==> src/rtl/mrlt_pkg.sv <==
// Shared types, codes and constants for the memory range lease table.
// No dependencies.
`timescale 1ns / 1ps
`default_nettype none

package mrlt_pkg;

    localparam int LEASE_SLOTS_DEF = 16;

    localparam int ID_W    = 64;
    localparam int START_W = 40;
    localparam int LEN_W   = 41;
    localparam int END_W   = 42;
    localparam int CMD_W   = 2;
    localparam int STAT_W  = 3;

    localparam logic [LEN_W-1:0] REGION_RESET = 41'd1048576;

    localparam logic [CMD_W-1:0] CMD_ACQUIRE = 2'd0;
    localparam logic [CMD_W-1:0] CMD_RELEASE = 2'd1;
    localparam logic [CMD_W-1:0] CMD_LOOKUP  = 2'd2;

    localparam logic [STAT_W-1:0] STAT_OK        = 3'd0;
    localparam logic [STAT_W-1:0] STAT_INVALID   = 3'd1;
    localparam logic [STAT_W-1:0] STAT_CONFLICT  = 3'd2;
    localparam logic [STAT_W-1:0] STAT_NOT_FOUND = 3'd3;
    localparam logic [STAT_W-1:0] STAT_FULL      = 3'd4;

    // request held stable by the controller for the whole scan
    typedef struct packed {
        logic [CMD_W-1:0]   cmd;
        logic [ID_W-1:0]    id;
        logic [START_W-1:0] start;
        logic [END_W-1:0]   stop;
    } req_t;

    // scan token handed from cell to cell
    typedef struct packed {
        logic valid;
        logic same;
        logic clash;
        logic hit;
        logic free;
    } tok_t;

endpackage

`default_nettype wire

==> src/rtl/mrlt_cell.sv <==
// One lease slot of the chain: holds a lease, checks the passing token.
// Depends on mrlt_pkg.
`timescale 1ns / 1ps
`default_nettype none

module mrlt_cell (
    input  wire logic          clk,
    input  wire logic          rst_n,
    input  wire mrlt_pkg::req_t req,
    input  wire logic          commit,
    input  wire mrlt_pkg::tok_t tok_in,
    output mrlt_pkg::tok_t     tok_out
);

    logic                         valid_reg, valid_next;
    logic                         claim_reg, claim_next;
    logic [mrlt_pkg::ID_W-1:0]    id_reg;
    logic [mrlt_pkg::START_W-1:0] start_reg;
    logic [mrlt_pkg::END_W-1:0]   end_reg;
    mrlt_pkg::tok_t               tok_reg, tok_next;

    logic id_eq, match, same_here, clash_here, overlap, is_acq, is_rel;

    always_comb
    begin
        is_acq     = (req.cmd == mrlt_pkg::CMD_ACQUIRE);
        is_rel     = (req.cmd == mrlt_pkg::CMD_RELEASE);
        id_eq      = (id_reg == req.id);
        match      = valid_reg && id_eq;
        overlap    = !((req.stop <= {2'b00, start_reg}) ||
                       (end_reg <= {2'b00, req.start}));
        same_here  = is_acq && match && (start_reg == req.start) &&
                     (end_reg == req.stop);
        clash_here = is_acq && valid_reg && !id_eq && overlap;

        tok_next       = tok_in;
        tok_next.same  = tok_in.same  | same_here;
        tok_next.clash = tok_in.clash | clash_here;
        tok_next.hit   = tok_in.hit   | match;
        tok_next.free  = tok_in.free  | !valid_reg;

        valid_next = valid_reg;
        claim_next = claim_reg;
        if (tok_in.valid)
        begin
            claim_next = !valid_reg && !tok_in.free;
            if (is_rel && match)
                valid_next = 1'b0;
        end
        if (commit && claim_reg)
            valid_next = 1'b1;
    end

    always_ff @(posedge clk or negedge rst_n)
    begin
        if (!rst_n)
        begin
            valid_reg <= 1'b0;
            claim_reg <= 1'b0;
            tok_reg   <= '0;
        end
        else
        begin
            valid_reg <= valid_next;
            claim_reg <= claim_next;
            tok_reg   <= tok_next;
        end
    end

    always_ff @(posedge clk)
    begin
        if (commit && claim_reg)
        begin
            id_reg    <= req.id;
            start_reg <= req.start;
            end_reg   <= req.stop;
        end
    end

    assign tok_out = tok_reg;

endmodule

`default_nettype wire

==> config.mk <==
export PLATFORM = sky130hd
export DESIGN_NAME = mrlt_cell
export DESIGN_NICKNAME = d
export VERILOG_FILES = /design/src/rtl/mrlt_pkg.sv /design/src/rtl/mrlt_cell.sv
export SDC_FILE = /design/constraint.sdc
export NUM_CORES = 1
export LEC_CHECK = 0
export ABC_AREA = 1
export BUFFER_PORTS_ARGS = -buffer_cell sky130_fd_sc_hd__buf_2
export CORE_ASPECT_RATIO = 1.5
export CORE_MARGIN = 2
export CORE_UTILIZATION = 57
export DETAILED_ROUTE_END_ITERATION = 10
export GPL_TIMING_DRIVEN = 1
export PLACE_DENSITY = 0.82
export SLEW_MARGIN = 20
export SYNTH_ARGS = -nofsm -noshare
export SYNTH_HDL_FRONTEND = slang
export SYNTH_SLANG_ARGS = --single-unit
==> constraint.sdc <==
create_clock -name clk -period 4.1 [get_ports clk]
set_input_delay 0.615 -clock clk [delete_from_list [all_inputs] [get_ports clk]]
set_output_delay 0.615 -clock clk [all_outputs]
set_load 0.01 [all_outputs]
# --- Word level (Yosys, flattened, before mapping) ---
# Index checks and enable logic that the tools add are counted.
classes:
  order_cmp: 2
  eq_ne: 4
  muxes: 3
  bitwise: 4
  n_reduce_logical: 19
ops:
  columns: ["cell", "n"]
  rows:
  - ["less-or-equal comparator 42 x 40 -> 1 bit", 2]
  - ["equality test 64 bit", 1]
  - ["equality test 42 bit", 1]
  - ["equality test 40 bit", 1]
  - ["logical AND 1 bit", 10]
  - ["zero test 1 bit", 4]
  - ["bitwise OR 1 bit", 4]
  - ["nonzero test 2 bit", 2]
  - ["2-to-1 mux 1 bit", 3]
  - ["equality test 2 x 1 -> 1 bit, second input constant", 1]
  - ["zero test 2 bit", 1]
  - ["AND reduction 2 bit", 1]
  - ["logical OR 1 bit", 1]
totals:
  reg_bits: 153
  inputBits: 156
  output_inout_bits: 5
  word_cells: 42

# --- Depth between registers and ports, before layout ---
# Gate-level depths: netlist (run 1).
logic_depth:
  depth_word: 6
  depth_mapped: 14

# --- Least setup slack after synthesis (run 1) ---
# No wires, ideal clock.
synth_path:
  path_type: "input to register"
  startpoint: "input port commit"
  endpoint: "register end_reg[0] (netlist name) (enable)"
  arrival_ns: 3.498
  t_required_ns: 3.601
  setup_slack_ns: 0.103
  path_stages: 2
  cell_sequence: "nand2_1 inv_1"
synth_via:
  elab_chain_cells: 1
synth_rtl:
  columns: ["item", "line", "rtl"]
  rows:
  - ["start: declaration", "mrlt_cell.sv:10", "input wire logic commit,"]
  - ["logical AND 1 bit", "mrlt_cell.sv:72", "if (commit && claim_reg)"]
  - ["end signal: assignment", "mrlt_cell.sv:76", "end_reg <= req.stop;"]
  - ["end: declaration", "mrlt_cell.sv:19", "logic [mrlt_pkg::END_W-1:0] end_reg;"]
# No other way between the ends.
# A chain may end at the register's enable or synchronous reset.

# --- Worst setup path in the final report (run 1) ---
layout_path:
  startpoint: "register claim_reg"
  endpoint: "register start_reg[4] (netlist name) (enable)"
layout_via:
  elab_chain_cells: 1
layout_rtl:
  columns: ["item", "line", "rtl"]
  rows:
  - ["start: declaration", "mrlt_cell.sv:16", "logic claim_reg, claim_next;"]
  - ["start signal: assignment", "mrlt_cell.sv:65", "claim_reg <= claim_next;"]
  - ["logical AND 1 bit", "mrlt_cell.sv:72", null]
  - ["end signal: assignment", "mrlt_cell.sv:75", "start_reg <= req.start;"]
  - ["end: declaration", "mrlt_cell.sv:18", "logic [mrlt_pkg::START_W-1:0] start_reg;"]
# No other way between the ends.

==> results.sh, run 1 <==
export IMPL_status="finished clean"
export IMPL_coreArea_um2=15700
export IMPL_numCtsBuffers=17
export IMPL_worstReg2RegStart="claim_reg"
export IMPL_fin_setup_tns_ps=0
export IMPL_post_dp_hpwl_mm=18.1
export IMPL_drc=0
export IMPL_finalMaxSlewViolations=0
export IMPL_clkLatencyLatePin_ps=440
export IMPL_clock_root_buffer="clkbuf_16"
export IMPL_min_delay_path_class="in2async"
export IMPL_cp_end_kind="flip-flop"
export IMPL_clkPwrFrac_pct=41.1
export IMPL_drive_gt1_share_pct=16.5
export IMPL_routed_wl_mm=23.0
export IMPL_grt_first_pass_wirelength_mm=36.0
export IMPL_setup_violations=0
export IMPL_r2r_end="start_reg[4]"
export IMPL_synthDominantCellAreaShare_pct=47.8
export IMPL_ys_top_cells_by_count="nand2_1, inv_1, nor2_1"
export IMPL_crit_required_ps=4190
export IMPL_die_height_um=159
export IMPL_die_w_um=108
export IMPL_synth_largest_area_cell="edfxtp_1"
export IMPL_synthTopCellsByArea="edfxtp_1, nand2_1, ha_1, inv_1, nor2_1"
export IMPL_rows=56
export IMPL_htree_levels=4
export IMPL_pin_count=161
export IMPL_synth_most_common_cell="nand2_1"
export IMPL_maxCapViolCount=0
export IMPL_initial_utilization_pct=58.4
export IMPL_r2r_setup_slack_ps=2190
export IMPL_grt_pass1_vias=7510
export IMPL_fillerInstances=1224
export IMPL_p_sw_mw=1.02
export IMPL_synth_distinct_cells=30
export IMPL_die_area_um2=17100
export IMPL_portBuffers=160
export IMPL_grt_overflow=0
export IMPL_startpoint_type="flip-flop"
export IMPL_ir_drop_uv=274
export IMPL_crit_end="start_reg[4]"
export IMPL_wl_per_cell_um=15.7
export IMPL_synth_ff_latch_count=153
export IMPL_sw_frac_of_total_pct=26.1
export IMPL_syn2layout_area_growth_pct=18.2
export IMPL_vias=7622
export IMPL_cp_slowest_cell="inv_6"
export IMPL_gp_congestion=1.01
export IMPL_num_nets_final=1486
export IMPL_synth_cells=1070
export IMPL_synthArstFlopShare_pct=4.58
export IMPL_fin_skew_ps=10.2
export IMPL_ys_seq_area_share_pct=49.8
export IMPL_ctsResizeCount=0
export IMPL_ys_flop_type="edfxtp_1"
export IMPL_post_cts_buffers=0
export IMPL_largest_reg_flops=64
export IMPL_r2r_cells=3
export IMPL_clk_path_buf_depth=2
export IMPL_ant_nets=0
export IMPL_routed_via_density=5.20
export IMPL_critPathLaunch="claim_reg"
export IMPL_critPathMaxStageDelay_ps=580
export IMPL_syn_area_um2=9160
export IMPL_antenna_found_initial=1
export IMPL_cts_sinks=153
export IMPL_power_density_nw_per_um2=360
export IMPL_worstPathMaxFanout=84
export IMPL_worst_slew_pin_slew_ps=808
export IMPL_cts_tree="yes"
export IMPL_fmax_ghz=0.524
export IMPL_clkSlewWorstSetupHoldPaths_ps=70
export IMPL_cts_hold_buf=0
export IMPL_synth_warnings=0
export IMPL_internal_power_mw=2.88
export IMPL_hold_viol=0
export IMPL_regArea_um2=4560
export IMPL_power_frac_seq_pct=46.6
export IMPL_p_leak_nw=5.40
export IMPL_dr_pass1_iters=5
export IMPL_rsz0062_at_grt="no"
export IMPL_drt_initial_drc_count=424
export IMPL_multi_input_area_um2=3800
export IMPL_pwr_share_comb_pct=12.4
export IMPL_period_needed_ps=1910
export IMPL_post_synth_cell_area_avg_um2=8.56
export IMPL_path_class="reg2reg"
export IMPL_grt_max_degree=85
export IMPL_synth_edff_count=146
export IMPL_slew_limit_headroom_pct=46.1
export IMPL_crit_arrival_ps=2000
export IMPL_path_cells="nand2_1, inv_6, buf_12"
export IMPL_fin_crit_sh_pct=46.6
export IMPL_grt_usage_pct=27.6
export IMPL_fin_util_pct=69.0
export IMPL_syn_nets=1306
-- metrics by stage --
step                setup WS (ps)  total power, mW  instance area [µm²]  cells  hold slack, ps
detailed placement           1900             2.32                10200   1434             460
finish                       2190             3.89                10800   1466            8.24
global placement             1920             2.30                10200   1434             435
floorplan                     103             2.11                 9160   1070             319
global route                 2130             4.04                10800   1466            19.9
CTS                          2220             3.91                10800   1465            4.09
-- worst min path at each step --
stage               startpoint          to  cells past startpoint
floorplan                rst_n   claim_reg                      0
global placement     valid_reg  tok_out[0]                      1
detailed placement   valid_reg  tok_out[0]                      1
CTS                      rst_n  tok_out[4]                      1
global route             rst_n  tok_out[1]                      1
finish                   rst_n  tok_out[4]                      1
-- per-layer routing --
metal	global-route usage, %	vias to the layer above	wire length [µm]
li1	-	3773	-
met1	30.6	3478	8560
met2	47.9	292	11800
met3	5.77	79	1430
met4	16.1	0	1270
met5	0	-	0
-- logic make-up (layout without fill, tap and decap cells) --
| logic type | after synthesis | after routing | share of synthesized area (%) |
|---|---|---|---|
| buffers and inverters | 213 | 405 | 8.72 |
| other | 0 | 1 | 0 |
| and+or+nand+nor | 491 | 491 | 21.2 |
| xor gates and xnor gates | 42 | 42 | 4.01 |
| adders and majority gates | 80 | 80 | 10.9 |
| AOI/OAI and AO/OA | 91 | 91 | 5.41 |
| DFF | 153 | 153 | 49.8 |
-- critical path, delay by kind of cell, from the launching register on --
kind / cells / cell delay [ps]
buf+inv: 2 / 990
simple gates: 1 / 130
flops: 1 / 360
-- layout make-up --
cell class	count	area share, %
Antenna cell	1	0.0231
Clock inverter	14	1.47
Inverter	213	7.43
Sequential cell	153	42.1
Timing Repair Buffer	161	7.58
Clock buffer	17	3.93
Multi-Input combinational cell	704	35.1
Tap cell	203	2.35
-- power by group through the flow --
stage | logic (mW) | clock network (mW) | registers, mW
finish | 0.481 | 1.60 | 1.81
global route | 0.544 | 1.67 | 1.82
global placement | 0.456 | 0 | 1.84
detailed placement | 0.474 | 0 | 1.85
floorplan | 0.261 | 0 | 1.85
CTS | 0.479 | 1.62 | 1.81
-- cells in the final DEF (no fill, tap or decap), types with 3 or more instances in the layout --
cell	n
xnor2_1	12
inv_2	8
nor3_1	6
nand3_1	18
o22ai_1	14
a21oi_1	30
nand3b_1	4
xor2_1	30
ha_1	80
o21ai_0	27
clkbuf_16	17
edfxtp_1	146
nand4_1	6
or2_2	3
inv_1	204
inv_6	8
dfrtp_1	7
a21o_1	3
nand2_1	284
buf_2	160
o21ai_1	11
nor2_1	161
No activity file was read; power rests on OpenSTA's default activity.
==> run 2: changes to the inputs <==
CORE_UTILIZATION = 51   (was 57)
PLACE_DENSITY = 0.78   (was 0.82)
clock period = 1.55 ns   (was 4.1 ns; I/O delays follow)
==> run 2 against run 1 <==
The run now ends with negative setup slack left. Via count is 9.1% higher. Clock skew is 5.0 ps higher. Sequential share of layout area is 5.7 points lower. Count of clock-buffer cells in the layout is 2 higher. Global-route usage is 0.27 points higher. First-iteration DRC count is 2.1% higher. Routed wire length is 14% higher. Non-clock buffer count is 155 higher. Final cell count is 12% higher. Register-to-register slack worse by 2300 ps.
==> results.sh, run 2 (synthesized netlist as in run 1, its figures left out) <==
export IMPL_r2r_cells=11
export IMPL_crit_arrival_ps=2060
export IMPL_grtUsageMet2_pct=50.4
export IMPL_clock_root_buffer="clkbuf_16"
export IMPL_grt_usage_pct=27.9
export IMPL_p_leak_nw=6.15
export IMPL_cts_sinks=153
export IMPL_worst_slew_pin_slew_ps=412
export IMPL_min_delay_path_class="in2reg"
export IMPL_path_class="reg2reg"
export IMPL_grt_busiest_layer="met2"
export IMPL_maxCapViolCount=0
export IMPL_crit_required_ps=1930
export IMPL_die_height_um=168
export IMPL_vias=8314
export IMPL_startpoint_type="flip-flop"
export IMPL_hold_viol=0
export IMPL_die_area_um2=19100
export IMPL_dp_slack_ps=-196
export IMPL_rows=60
export IMPL_fillerInstances=1243
export IMPL_numCtsBuffers=17
export IMPL_worstPathMaxFanout=3
export IMPL_grt_pass1_vias=8649
export IMPL_power_mw=10.5
export IMPL_finalMaxSlewViolations=0
export IMPL_worstReg2RegStart="start_reg[37]"
export IMPL_cp_end_kind="flip-flop"
export IMPL_wl_per_cell_um=16.1
export IMPL_setup_violations=4
export IMPL_routed_via_density=5.07
export IMPL_drt_initial_drc_count=433
export IMPL_final_common_cell="nand2_1"
export IMPL_initial_utilization_pct=51.5
export IMPL_coreArea_um2=17800
export IMPL_holdCritStartpoint="req[113]"
export IMPL_layout_common_cells="nand2_1, inv_1, buf_2, edfxtp_1, nor2_1"
export IMPL_clkLatencyLatePin_ps=440
export IMPL_hold_depth=1
export IMPL_clk_path_buf_depth=2
export IMPL_setup_ws_ps=-127
export IMPL_status="complete, but fails checks"
export IMPL_ir_drop_uv=584
export IMPL_drc=0
export IMPL_slew_limit_headroom_pct=72.5
export IMPL_routed_wl_mm=26.3
export IMPL_num_nets_final=1641
export IMPL_grt_first_pass_wirelength_mm=40.5
export IMPL_fmax_ghz=0.596
export IMPL_ant_nets=0
export IMPL_power_density_nw_per_um2=841
export IMPL_cts_tree="yes"
export IMPL_met1_usage_pct=28.6
export IMPL_drive_gt1_share_pct=25.2
export IMPL_grt_use_met3_pct=5.44
export IMPL_post_dp_hpwl_mm=19.0
export IMPL_die_w_um=113
export IMPL_violations="negative setup slack"
export IMPL_dr_pass1_iters=5
export IMPL_critPathLaunch="start_reg[37]"
export IMPL_htree_levels=4
export IMPL_antenna_found_initial=4
export IMPL_gp_congestion=0.938
export IMPL_grt_overflow=0
export IMPL_pin_count=161
export IMPL_largest_reg_flops=64
export IMPL_clkSlewWorstSetupHoldPaths_ps=70
export IMPL_syn2layout_area_growth_pct=36.8
export IMPL_rsz0062_at_grt="yes"
export IMPL_period_needed_ps=1680
export IMPL_portBuffers=160
export IMPL_grt_max_degree=67
export IMPL_fin_skew_ps=15.3
export IMPL_fin_crit_sh_pct=108
-- run 2: cell types whose count changed in the layout (fill, tap and decap cells not counted), sizes merged --
cell and change:
buf +83, bufinv -1, diode +3, clkinvlp +2, dlygate4sd3 +71, clkinv -2
dlymetal6s4s +1, clkbuf +2
-- run 2: through the flow --
| step | utilization, % | setup TNS [ps] | std cells | area [µm²] | hold WS [ps] |
|---|---|---|---|---|---|
| detailed placement | 61.5 | -404 | 1538 | 11000 | 81.7 |
| floorplan | - | -211020 | 1070 | 9170 | -63.1 |
| global route | 70.5 | -790 | 1638 | 12500 | 0.584 |
| global placement | 61.5 | -240 | 1538 | 11000 | 81.8 |
| CTS | 69.6 | -149 | 1644 | 12400 | 0.0885 |
| finish | 70.5 | -359 | 1639 | 12500 | 9.17 |
-- run 2: repair_timing --
action / CTS / global route
hold endpoints to repair: 77 / 1
gates cloned: 0 / 0
setup buffers: 3 / 3
setup endpoints to repair: 4 / 4
gates resized for setup: 39 / 42
hold buffers: 71 / 1
pin swaps: 33 / 41
-- run 2: final cells by class --
type,instances,area (µm²),area share [%]
tap,217,272,2.17
sequential,153,4560,36.4
multi-input combinational,704,4110,32.8
clock buffer,19,433,3.45
clock inverter,13,131,1.05
antenna,4,10.0,0.0798
timing repair buffer,316,2220,17.7
inverter,213,803,6.41
-- run 2: power breakdown --
| part | total [mW] | internal (mW) | switching [mW] |
|---|---|---|---|
| clock network | 4.07 | 2.26 | 1.81 |
| logic | 1.68 | 0.767 | 0.913 |
| registers | 4.80 | 4.71 | 0.0849 |
-- run 2: final timing paths --
| check | end | slack [ps] |
|---|---|---|
| setup / recovery | tok_out[2] | -130 |
| hold / removal | id_reg[31] | 9 |
| setup reg to reg | tok_out[2] | -130 |
| hold reg to reg | tok_out[0] | 540 |
| max in group asynchronous | valid_reg | 1220 |
| min in group asynchronous | claim_reg | 160 |
-- run 2: worst max-delay path: stages (launching register included) --
cell and delay [ps]:
edfxtp_1 360, inv_1 70, ha_1 290, nand2_1 70, nor2_1 160, nand2_2 120, nor2_4 140, and2_1 130
nand2_1 50, nand3_1 80, nand4_1 80, nand2_1 60
-- run 2: per-layer routing --
layer / vias up / wire length [µm]
li1: 4088 / -
met1: 3821 / 9490
met2: 293 / 13700
met3: 112 / 1290
met4: 0 / 1880
met5: - / 0
