### config.mk
export PLATFORM = sky130hd
export DESIGN_NAME = mrlt_ctrl
export DESIGN_NICKNAME = d
export VERILOG_FILES = /design/src/rtl/mrlt_pkg.sv /design/src/rtl/mrlt_ctrl.sv
export SDC_FILE = /design/constraint.sdc
export NUM_CORES = 1
export LEC_CHECK = 0
export BUFFER_PORTS_ARGS = -buffer_cell sky130_fd_sc_hd__buf_2
export CAP_MARGIN = 20
export CORE_ASPECT_RATIO = 0.8
export CORE_MARGIN = 1
export CORE_UTILIZATION = 45
export CTS_CLUSTER_SIZE = 30
export DETAILED_ROUTE_END_ITERATION = 10
export HOLD_SLACK_MARGIN = 0.15
export PLACE_DENSITY = 0.71
export RECOVER_POWER = 50
export SYNTH_ARGS = -nofsm -noshare
export SYNTH_HDL_FRONTEND = slang
export SYNTH_SLANG_ARGS = --single-unit
### constraint.sdc
create_clock -name clk -period 9.4 [get_ports clk]
set_clock_uncertainty 0.15 [all_clocks]
set_input_delay 0.94 -clock clk [delete_from_list [all_inputs] [get_ports clk]]
set_output_delay 0.94 -clock clk [all_outputs]
set_load 0.02 [all_outputs]
### src/rtl/mrlt_pkg.sv
// Shared types, codes and constants for the memory range lease table.
// No dependencies.
`timescale 1ns / 1ps
`default_nettype none

package mrlt_pkg;

    localparam int LEASE_SLOTS_DEF = 16;

    localparam int ID_W    = 64;
    localparam int START_W = 40;
    localparam int LEN_W   = 41;
    localparam int END_W   = 42;
    localparam int CMD_W   = 2;
    localparam int STAT_W  = 3;

    localparam logic [LEN_W-1:0] REGION_RESET = 41'd1048576;

    localparam logic [CMD_W-1:0] CMD_ACQUIRE = 2'd0;
    localparam logic [CMD_W-1:0] CMD_RELEASE = 2'd1;
    localparam logic [CMD_W-1:0] CMD_LOOKUP  = 2'd2;

    localparam logic [STAT_W-1:0] STAT_OK        = 3'd0;
    localparam logic [STAT_W-1:0] STAT_INVALID   = 3'd1;
    localparam logic [STAT_W-1:0] STAT_CONFLICT  = 3'd2;
    localparam logic [STAT_W-1:0] STAT_NOT_FOUND = 3'd3;
    localparam logic [STAT_W-1:0] STAT_FULL      = 3'd4;

    // request held stable by the controller for the whole scan
    typedef struct packed {
        logic [CMD_W-1:0]   cmd;
        logic [ID_W-1:0]    id;
        logic [START_W-1:0] start;
        logic [END_W-1:0]   stop;
    } req_t;

    // scan token handed from cell to cell
    typedef struct packed {
        logic valid;
        logic same;
        logic clash;
        logic hit;
        logic free;
    } tok_t;

endpackage

`default_nettype wire

### src/rtl/mrlt_ctrl.sv
// Request sequencer: takes a transfer, validates it, runs the scan token
// through the cell chain, decides status and commits inserts. Uses mrlt_pkg.
`timescale 1ns / 1ps
`default_nettype none

module mrlt_ctrl (
    input  wire logic                         clk,
    input  wire logic                         rst_n,
    input  wire logic                         in_valid,
    output logic                              in_stall,
    input  wire logic [mrlt_pkg::CMD_W-1:0]   cmd,
    input  wire logic [mrlt_pkg::ID_W-1:0]    owner_id,
    input  wire logic [mrlt_pkg::START_W-1:0] range_start,
    input  wire logic [mrlt_pkg::LEN_W-1:0]   range_length,
    input  wire logic [mrlt_pkg::LEN_W-1:0]   region,
    output logic                              out_valid,
    input  wire logic                         out_stall,
    output logic [mrlt_pkg::STAT_W-1:0]       status,
    output mrlt_pkg::req_t                    req,
    output mrlt_pkg::tok_t                    tok_first,
    input  wire mrlt_pkg::tok_t               tok_last,
    output logic                              commit
);

    localparam logic [2:0] S_IDLE   = 3'd0;
    localparam logic [2:0] S_CHECK  = 3'd1;
    localparam logic [2:0] S_START  = 3'd2;
    localparam logic [2:0] S_SCAN   = 3'd3;
    localparam logic [2:0] S_DECIDE = 3'd4;

    logic [2:0]                     state_reg, state_next;
    logic [mrlt_pkg::CMD_W-1:0]     cmd_reg;
    logic [mrlt_pkg::ID_W-1:0]      id_reg;
    logic [mrlt_pkg::START_W-1:0]   start_reg;
    logic [mrlt_pkg::LEN_W-1:0]     len_reg;
    logic [mrlt_pkg::END_W-1:0]     end_reg;
    logic                           bad_reg, bad_next;
    mrlt_pkg::tok_t                 flags_reg;
    logic                           out_valid_reg, out_valid_next;
    logic [mrlt_pkg::STAT_W-1:0]    status_reg, status_next;

    logic                           accept, out_free, bad_now, do_commit;
    logic [mrlt_pkg::LEN_W-1:0]     start_ext;
    logic [mrlt_pkg::STAT_W-1:0]    verdict;

    always_comb
    begin
        accept    = in_valid && (state_reg == S_IDLE);
        out_free  = !out_valid_reg || !out_stall;
        start_ext = {1'b0, start_reg};

        bad_now = (id_reg == '0);
        unique case (cmd_reg)
            mrlt_pkg::CMD_ACQUIRE:
                bad_now = bad_now || (len_reg == '0) || (start_ext > region) ||
                          (len_reg > (region - start_ext));
            mrlt_pkg::CMD_RELEASE,
            mrlt_pkg::CMD_LOOKUP: ;
            default:
                bad_now = 1'b1;
        endcase

        do_commit = 1'b0;
        verdict   = mrlt_pkg::STAT_INVALID;
        if (!bad_reg)
        begin
            if (cmd_reg == mrlt_pkg::CMD_ACQUIRE)
            begin
                priority if (flags_reg.same)
                    verdict = mrlt_pkg::STAT_OK;
                else if (flags_reg.clash)
                    verdict = mrlt_pkg::STAT_CONFLICT;
                else if (!flags_reg.free)
                    verdict = mrlt_pkg::STAT_FULL;
                else
                begin
                    verdict   = mrlt_pkg::STAT_OK;
                    do_commit = 1'b1;
                end
            end
            else
                verdict = flags_reg.hit ? mrlt_pkg::STAT_OK : mrlt_pkg::STAT_NOT_FOUND;
        end

        state_next     = state_reg;
        bad_next       = bad_reg;
        out_valid_next = out_valid_reg && out_stall;
        status_next    = status_reg;
        commit         = 1'b0;
        unique case (state_reg)
            S_IDLE:
                if (in_valid)
                    state_next = S_CHECK;
            S_CHECK:
            begin
                bad_next   = bad_now;
                state_next = bad_now ? S_DECIDE : S_START;
            end
            S_START:
                state_next = S_SCAN;
            S_SCAN:
                if (tok_last.valid)
                    state_next = S_DECIDE;
            S_DECIDE:
                if (out_free)
                begin
                    out_valid_next = 1'b1;
                    status_next    = verdict;
                    commit         = do_commit;
                    state_next     = S_IDLE;
                end
            default:
                state_next = S_IDLE;
        endcase
    end

    always_ff @(posedge clk or negedge rst_n)
    begin
        if (!rst_n)
        begin
            state_reg     <= S_IDLE;
            out_valid_reg <= 1'b0;
            bad_reg       <= 1'b0;
        end
        else
        begin
            state_reg     <= state_next;
            out_valid_reg <= out_valid_next;
            bad_reg       <= bad_next;
        end
    end

    always_ff @(posedge clk)
    begin
        if (accept)
        begin
            cmd_reg   <= cmd;
            id_reg    <= owner_id;
            start_reg <= range_start;
            len_reg   <= range_length;
        end
        if (state_reg == S_CHECK)
            end_reg <= {2'b00, start_reg} + {1'b0, len_reg};
        if ((state_reg == S_SCAN) && tok_last.valid)
            flags_reg <= tok_last;
        status_reg <= status_next;
    end

    always_comb
    begin
        req.cmd   = cmd_reg;
        req.id    = id_reg;
        req.start = start_reg;
        req.stop  = end_reg;

        tok_first       = '0;
        tok_first.valid = (state_reg == S_START);
    end

    assign in_stall  = (state_reg != S_IDLE);
    assign out_valid = out_valid_reg;
    assign status    = status_reg;

endmodule

`default_nettype wire

Word level (Yosys, flattened, before mapping)
Index checks and enable logic that the tools add are counted. W data, S select, Z words.

Bits in registers: 201. Input bits: 197. Output and inout port bits: 159. Word-level logic and storage cells: 63.

Multiplexer cells: 20. Reduce and logical (&&, ||, !) cells: 17. Add/sub/neg operators: 2. Equal/unequal tests: 9. $lt $le $gt $ge: 2.

Operators by type and width (count): $logic_not A64 Y1 (1); $add A40 B41 Y42 (1); $gt A40 B41 Y1 (1); $gt A41 B41 Y1 (1); $logic_not A41 Y1 (1); $sub A41 B40 Y41 (1); $mux W3 (8); $pmux W3 S5 (1); $mux W1 (9); $eq A3 B2 Y1 const B (2); $ne A2 B2 Y1 const B (3); $logic_or A1 B1 Y1 (4); $eq A3 B1 Y1 const B (1); $eq A3 B3 Y1 const B (1); $logic_and A1 B1 Y1 (3); $logic_not A3 Y1 (1); $reduce_and A3 Y1 (1); $reduce_bool A3 Y1 (1); $eq A2 B1 Y1 const B (1); $eq A2 B2 Y1 const B (1); $logic_not A1 Y1 (2); $logic_not A2 Y1 (1); $mux W2 (1); $pmux W1 S2 (1); other kinds (2) (2).

Logic depth before layout (Yosys ltp)
Gate-level depths: netlist of the first run.

Depth in word-level cells: 7. Gate-level depth with buffers: 25. Gate-level depth less buffers: 25.

Least setup slack after synthesis of the first run
OpenSTA, ideal clock, no wires.

Kind: reg-to-reg. Start point: reg state_reg[1]. End point: reg cmd_reg[0] (netlist bit), enable pin. Setup time: 0.656 ns. Buffers on the path: 0. Cell stages (with the launch flop): 3. Data required time: 8.594 ns. Path slack: 1.553 ns. Arrival: 7.041 ns. Clock period less this slack: 7.847 ns. Cell sequence: dfrtp_1 or3_1 nor2_1.

Cells in the longest elaborated chain, start to end: 2.

Ends and longest elaborated chain: start, declared (RTL line mrlt_ctrl.sv:31) `logic [2:0] state_reg, state_next;`; start signal, assigned (RTL line mrlt_ctrl.sv:127) `state_reg <= state_next;`; $logic_not A3 Y1 (RTL line mrlt_ctrl.sv:48) `accept = in_valid && (state_reg == S_IDLE);`; $logic_and A1 B1 Y1 (RTL line mrlt_ctrl.sv:48); net accept (RTL line mrlt_ctrl.sv:42) `logic accept, out_free, bad_now, do_commit;`; end signal, assigned (RTL line mrlt_ctrl.sv:137) `cmd_reg <= cmd;`; end, declared (RTL line mrlt_ctrl.sv:32) `logic [mrlt_pkg::CMD_W-1:0] cmd_reg;`.

The timed path passes the listed nets, and every way through them passes these cells. A chain may end at the register's enable or synchronous reset.

Worst setup path in the final report of the first run
Start point: in region[0] (netlist bit). End point: reg state_reg[2].

Cells in the longest elaborated chain, start to end: 6. Elaborated cells between the ends (all ways): 8. Those cells by class: 1 x add/sub; 2 x order compare; 3 x mux; 2 x reduce/logical.

Ends and longest elaborated chain: start, declared (RTL line mrlt_ctrl.sv:15) `input wire logic [mrlt_pkg::LEN_W-1:0] region,`; $sub A41 B40 Y41 or $gt A40 B41 Y1 (tied branches) (RTL line mrlt_ctrl.sv:56, mrlt_ctrl.sv:55); $gt A41 B41 Y1 or $logic_or A1 B1 Y1 (tied branches) (RTL line mrlt_ctrl.sv:56, mrlt_ctrl.sv:55); $logic_or A1 B1 Y1 * (RTL line mrlt_ctrl.sv:55) `bad_now = bad_now || (len_reg == '0) || (start_ext > region) ||`; $pmux W1 S2 * (RTL line mrlt_ctrl.sv:53) `unique case (cmd_reg)`; $mux W3 * (RTL line mrlt_ctrl.sv:97) `state_next = bad_now ? S_DECIDE : S_START;`; $pmux W3 S5 * (RTL line mrlt_ctrl.sv:90) `unique case (state_reg)`.

Every way passes the cells marked *; elsewhere a longest branch is shown, timed or not.

==> results.cfg, run 1 <==
[outcome]
status = finished, violations left
violated_checks = capacitance limit, slew limit

[die]
rows = 52
top_level_pins = 356
die_width_um = 183
overall_die_area_um2 = 26800
initial_utilization_pct = 46.2
placeableCoreArea_um2 = 25400
die_h_um = 147

[grt]
number_of_antenna_violations_at_the_first_check_in_global_routing = 5
grt_start_max_net_pins = 148
grt_util_all_layers_pct = 25.5
gr-total-overflow = 0
wire_length_of_the_first_global_routing_pass_um = 51800
vias_in_the_first_global_route = 9127

[worst_setup_path]
critical_path.n_buffers_inverters = 3
criticalPathCategory = input pin to flop
r2r_slack_ns = 3.64
crit_arrival_ns = 6.15
cpPeakStageDelay_ns = 0.41
worstSetupEndpointType = flop
cp_slowest_cell = fa_1
crit_path_max_fo = 4
required_ns = 9.67
critical_path.top_delay_family = compound AO/OA/AOI/OAI gates
start_kind = input pin

[logic_synthesis]
postSynth.topFlopCell = edfxtp_1
yosys_warnings = 0
synthTopCellsByCount = edfxtp_1 (196), ha_1 (123), a21oi_1 (87), inv_1 (68), a21o_1 (59)
synthMostInstantiatedCell = edfxtp_1
synth_seq_area_share_pct = 51.1
syn-instance-count = 1012
yosys.cell_types.count = 70
synth_top_area_cell = edfxtp_1
synth.top_cell.area_share_pct = 50.1
synth_async_sr_flop_share_pct = 2.49
yosys_register_bits = 201
post_synth_instance_area_um2 = 11800
synth-edff-count = 196
synth_area_leaders = edfxtp_1 (50%), ha_1 (13%), a21o_1 (3.8%)
avgSynthCellArea_um2 = 11.6

[clock_tree]
clockBufferDepth = 3
cts.sinks = 201
clock_insertion_delay_worst_skew_ns = 0.54
clock_transition_at_the_register_clock_pins_on_the_worst_setup_and_hold_paths_after_cts_ns = 0.06
clock-root-buffer = clkbuf_16
cts_setup_buffers = 0
cts_tree = yes
tritoncts.num_buffers = 22
ctsHtreeMaxLevel = 1

[sta]
timing_max_transition_violations_final = 47
timing.slew.headroom_pct = -78.5
post-route-period-util_pct = 62.6
hold_viol = 0
achievable-frequency_mhz = 170
worst-slew-pin-transition_ns = 2.68
timing.setup.tns_ns = 0
finalSetupViolCount = 0
period_needed_ns = 5.88
grt_setup_unrepaired = no

[cells_and_area]
layout.cells.non_filler = 1746
largest_register_ff_count = 64
postLayoutCoreUtil_pct = 57.2
post_synthesis_to_final_layout_area_growth_pct = 23.8
fin_nets = 1700
final_layout_size_suffix_gt1_share_pct = 24.3
fill_cells = 2225

[power]
power.ir.vdd_worst_mv = 0.168
power_leakage_nw = 6.26
cellPowerDensity_nw_per_um2 = 288

[route]
detail_route.first_pass.iterations = 5
vias_per_cell = 5.42
avgRoutedWirePerCell_um = 19.9
dr_total_vias = 9458
postRouteWirelength_um = 34800
drt_first_iter_violations = 588
route.detailed.drc = 0
route.antenna.remaining_nets = 0

[placement]
port_buffers = 351
place.detailed.hpwl_um = 28100
place.detailed.instances = 1704
place.gp.congestion = 0.927

[worst_hold_path]
holdCritPathClass = flop to flop

[run]
max-cap-violations = 1
worst reg2reg max path, delay by kind of cell, from the launching register on:
kind                       cells  cell delay, ns
buffers and inverters          1            0.06
and+or+nand+nor                5            1.16
xor gates and xnor gates       1            0.17
DFF                            1            0.41
AOI/OAI and AO/OA             14            2.87
adders and majority gates      3            0.87
where the power goes:
| part | switching, W | internal, W |
|---|---|---|
| sequential | 0.000173 | 0.00135 |
| combinational | 0.00116 | 0.000662 |
| clock | 0.000364 | 0.000485 |
| total | 0.00169 | 0.00249 |
stage by stage:
| stage | hold slack (ns) | power [W] | instance area, µm² | setup slack, ns |
|---|---|---|---|---|
| floorplan | 0.322 | 0.00280 | 11800 | 1.55 |
| global placement | 0.371 | 0.00333 | 13900 | 3.12 |
| detailed placement | 0.364 | 0.00336 | 13900 | 3.01 |
| CTS | 0.380 | 0.00422 | 14600 | 3.55 |
| global route | 0.404 | 0.00443 | 14500 | 3.25 |
| finish | 0.385 | 0.00419 | 14500 | 3.52 |
cells in the final DEF, fill, tap and decap left out, drive strengths merged, types with 46 or more instances in the layout:
master / n
inv: 68
edfxtp: 196
clkbuf: 94
o21ai: 46
nor2: 53
a21oi: 90
ha: 123
a21o: 61
buf: 284
nand2: 57
layout make-up:
cell class              instances  area [µm²]  area share (%)
flip-flops and latches        201        6010            41.3
inverters                      68         255            1.75
diodes                          4        10.0          0.0688
clock inverters                12         136           0.938
multi-input cells             731        5430            37.3
repair buffers                354        1710            11.7
clock buffers                  25         562            3.86
well taps                     351         439            3.02
routing by layer:
layer	share of wire (%)	track usage (%)
met5	0.032	0
met3	7.6	5.19
met4	2.5	7.02
met2	46	41.1
met1	44	35.0
logic make-up after synthesis:
kind of cell / after synthesis / synth area share (%)
other cells: 1 / 0.0319
flops: 201 / 51.1
xor+xnor: 72 / 5.37
compound gates: 287 / 16.7
buf+inv: 83 / 2.91
simple gates: 243 / 10.5
fa+ha+maj: 125 / 13.4
final timing paths:
kind,to,cells past startpoint,start
max,state_reg[2],26,region[0]
min,state_reg[0],1,state_reg[2]
max reg2reg,state_reg[2],24,start_reg[0]
min reg2reg,state_reg[0],1,state_reg[2]
max in group asynchronous,out_valid,2,rst_n
min in group asynchronous,state_reg[0],2,rst_n
what timing repair did:
| item | in CTS | in global routing |
|---|---|---|
| hold endpoints to repair | 5 | 0 |
| setup endpoints to repair | 0 | 0 |
| hold buffers | 1 | 0 |
| resized for setup | 0 | 0 |
Note: power is estimated with default switching activity, not from simulation.
==> run 2: changes to the inputs <==
- PLACE_DENSITY: 0.71 -> 0.74
- clock period: 9.4 -> 4.9 ns (I/O delays scaled with it)
==> results.cfg, run 2 (synthesis results as in run 1) <==
[outcome]
status = finished, violations left
violated_checks = setup timing

[grt]
globalRouteMet3Util_pct = 4.81
gr-total-overflow = 0
grt_start_max_net_pins = 99
number_of_antenna_violations_at_the_first_check_in_global_routing = 3
groute.layer.met2.usage_pct = 48.7
global_route.peak_usage_layer = met2
wire_length_of_the_first_global_routing_pass_um = 60500
vias_in_the_first_global_route = 10790
grt_util_all_layers_pct = 29.5
global_route.usage.met1_pct = 38.5

[placement]
port_buffers = 351
place.gp.congestion = 0.942
detailed_place.area_um2 = 14700
place.detailed.instances = 1803
place.detailed.hpwl_um = 29300

[die]
placeableCoreArea_um2 = 25400
overall_die_area_um2 = 26800
rows = 52
die_width_um = 183
die_h_um = 147
top_level_pins = 356
initial_utilization_pct = 46.2

[sta]
finalSetupViolCount = 3
timing_max_transition_violations_final = 0
post-route-period-util_pct = 110
timing.slew.headroom_pct = 34.6
period_needed_ns = 5.39
worst_slack_ns = -0.486
achievable-frequency_mhz = 186
timing.setup.tns_ns = -1.25
hold_viol = 0
grt_setup_unrepaired = yes
worst-slew-pin-transition_ns = 0.972
timing.hold.ws_ns = 0.207

[cells_and_area]
layout.cells.non_filler = 2001
fin_nets = 1959
postLayoutCoreUtil_pct = 66.6
most_used_cells_in_the_layout_excluding_fill_and_tap_cells = buf_2 (331), edfxtp_1 (196), dlygate4sd3_1 (156)
most_common_cell_after_layout_fill_and_taps_aside = buf_2
final_layout_size_suffix_gt1_share_pct = 30.7
fill_cells = 1948
largest_register_ff_count = 64
post_synthesis_to_final_layout_area_growth_pct = 44.3
final_design_area_no_fill_um2 = 17000

[worst_setup_path]
cpPeakStageDelay_ns = 0.36
crit_chain = ha_2 > inv_2 > fa_2 > a21oi_4 > nor2_2 > o31a_1 > o311ai_4 > a31oi_4 > a31oi_4 > o21ai_2 > or3_1 > a31oi_1 > xor2_1 > ha_1 > a21o_1 > a21o_1 > a21oi_2 > o21ai_2 > nor4bb_2 > o311a_1 > nor3_4 > nor4_4 > o22ai_1 > a211o_1
start_kind = flop
required_ns = 5.16
worstSetupEndpointType = flop
cp_slowest_cell = edfxtp_1
crit_arrival_ns = 5.64
criticalPathCategory = flop to flop
crit_path_max_fo = 3

[power]
power.ir.vdd_worst_mv = 0.266
cellPowerDensity_nw_per_um2 = 498
power_leakage_nw = 7.56

[clock_tree]
clock_insertion_delay_worst_skew_ns = 0.53
clock_transition_at_the_register_clock_pins_on_the_worst_setup_and_hold_paths_after_cts_ns = 0.06
clock-root-buffer = clkbuf_16
clockBufferDepth = 3
ctsHtreeMaxLevel = 1
tritoncts.num_buffers = 22
cts.sinks = 201
cts_tree = yes

[route]
postRouteWirelength_um = 40000
detail_route.first_pass.iterations = 5
route.antenna.remaining_nets = 0
avgRoutedWirePerCell_um = 20.0
vias_per_cell = 5.39
drt_first_iter_violations = 793
route.detailed.drc = 0
dr_total_vias = 10789

[worst_hold_path]
holdCritPathClass = input pin to async pin

[run]
max-cap-violations = 0
run 2: cell types whose count changed in the layout (fill, tap and decap cells not counted), sizes merged:
cell / previous run / this run
buf: 284 / 437
clkinv: 7 / 12
clkbuf: 94 / 44
bufinv: 2 / 0
diode: 4 / 1
clkinvlp: 3 / 0
dlygate4sd3: 1 / 156
run 2: repair_timing:
item                                   in CTS  in global routing
buffers inserted                            4                  1
hold buffers                              156                  0
endpoints found under the hold margin     159                  0
setup endpoints to repair                   3                  3
pin swaps                                  22                 17
resized for setup                          12                  4
run 2: power breakdown:
part | switching [W] | leakage [nW] | internal, W | total, W
sequential | 0.000313 | 1.88 | 0.00256 | 0.00288
clock | 0.000687 | 0.317 | 0.000821 | 0.00151
combinational | 0.00240 | 5.37 | 0.00166 | 0.00406
total | 0.00340 | 7.56 | 0.00504 | 0.00844
run 2: stage by stage:
stage          worst slack [ns]  power (W)
6_report                 -0.486    0.00844
5_1_grt                  -0.754    0.00889
4_1_cts                  -0.577    0.00836
3_5_place_dp              -1.01    0.00670
3_3_place_gp             -0.746    0.00663
2_1_floorplan            -0.275    0.00532
run 2: layout make-up:
class	instances	area (µm²)	share of cell area, %
clock inverters	12	75.1	0.443
flip-flops and latches	201	6010	35.5
well taps	351	439	2.59
inverters	68	255	1.51
diodes	1	2.50	0.0148
clock buffers	24	558	3.29
multi-input cells	731	5510	32.5
repair buffers	613	4100	24.2
run 2: worst paths after layout:
kind                               from           end  slack [ns]  cells past startpoint
setup / recovery           start_reg[0]  state_reg[2]       -0.49                     24
hold / removal                    rst_n  state_reg[0]        0.21                      2
setup reg to reg           start_reg[0]  state_reg[2]       -0.49                     24
hold reg to reg            state_reg[2]  state_reg[1]        0.41                      1
max in group asynchronous         rst_n  state_reg[2]        4.18                      2
min in group clk             region[40]       bad_reg        0.33                      5
run 2: layer usage:
| metal | wire length, µm | up-vias |
|---|---|---|
| met5 | 23 | - |
| met4 | 1780 | 4 |
| met3 | 2680 | 97 |
| met2 | 18400 | 490 |
| met1 | 17100 | 5086 |
| li1 | - | 5112 |
run 2: worst max-delay path: cells and delay by family (launching register included):
family                   cells  cell delay, ns
buffers and inverters        1            0.04
AO/OA/AOI/OAI               14            2.70
flip-flops                   1            0.36
AND/OR/NAND/NOR              5            1.05
XOR/XNOR                     1            0.16
adder cells (fa/ha/maj)      3            0.81
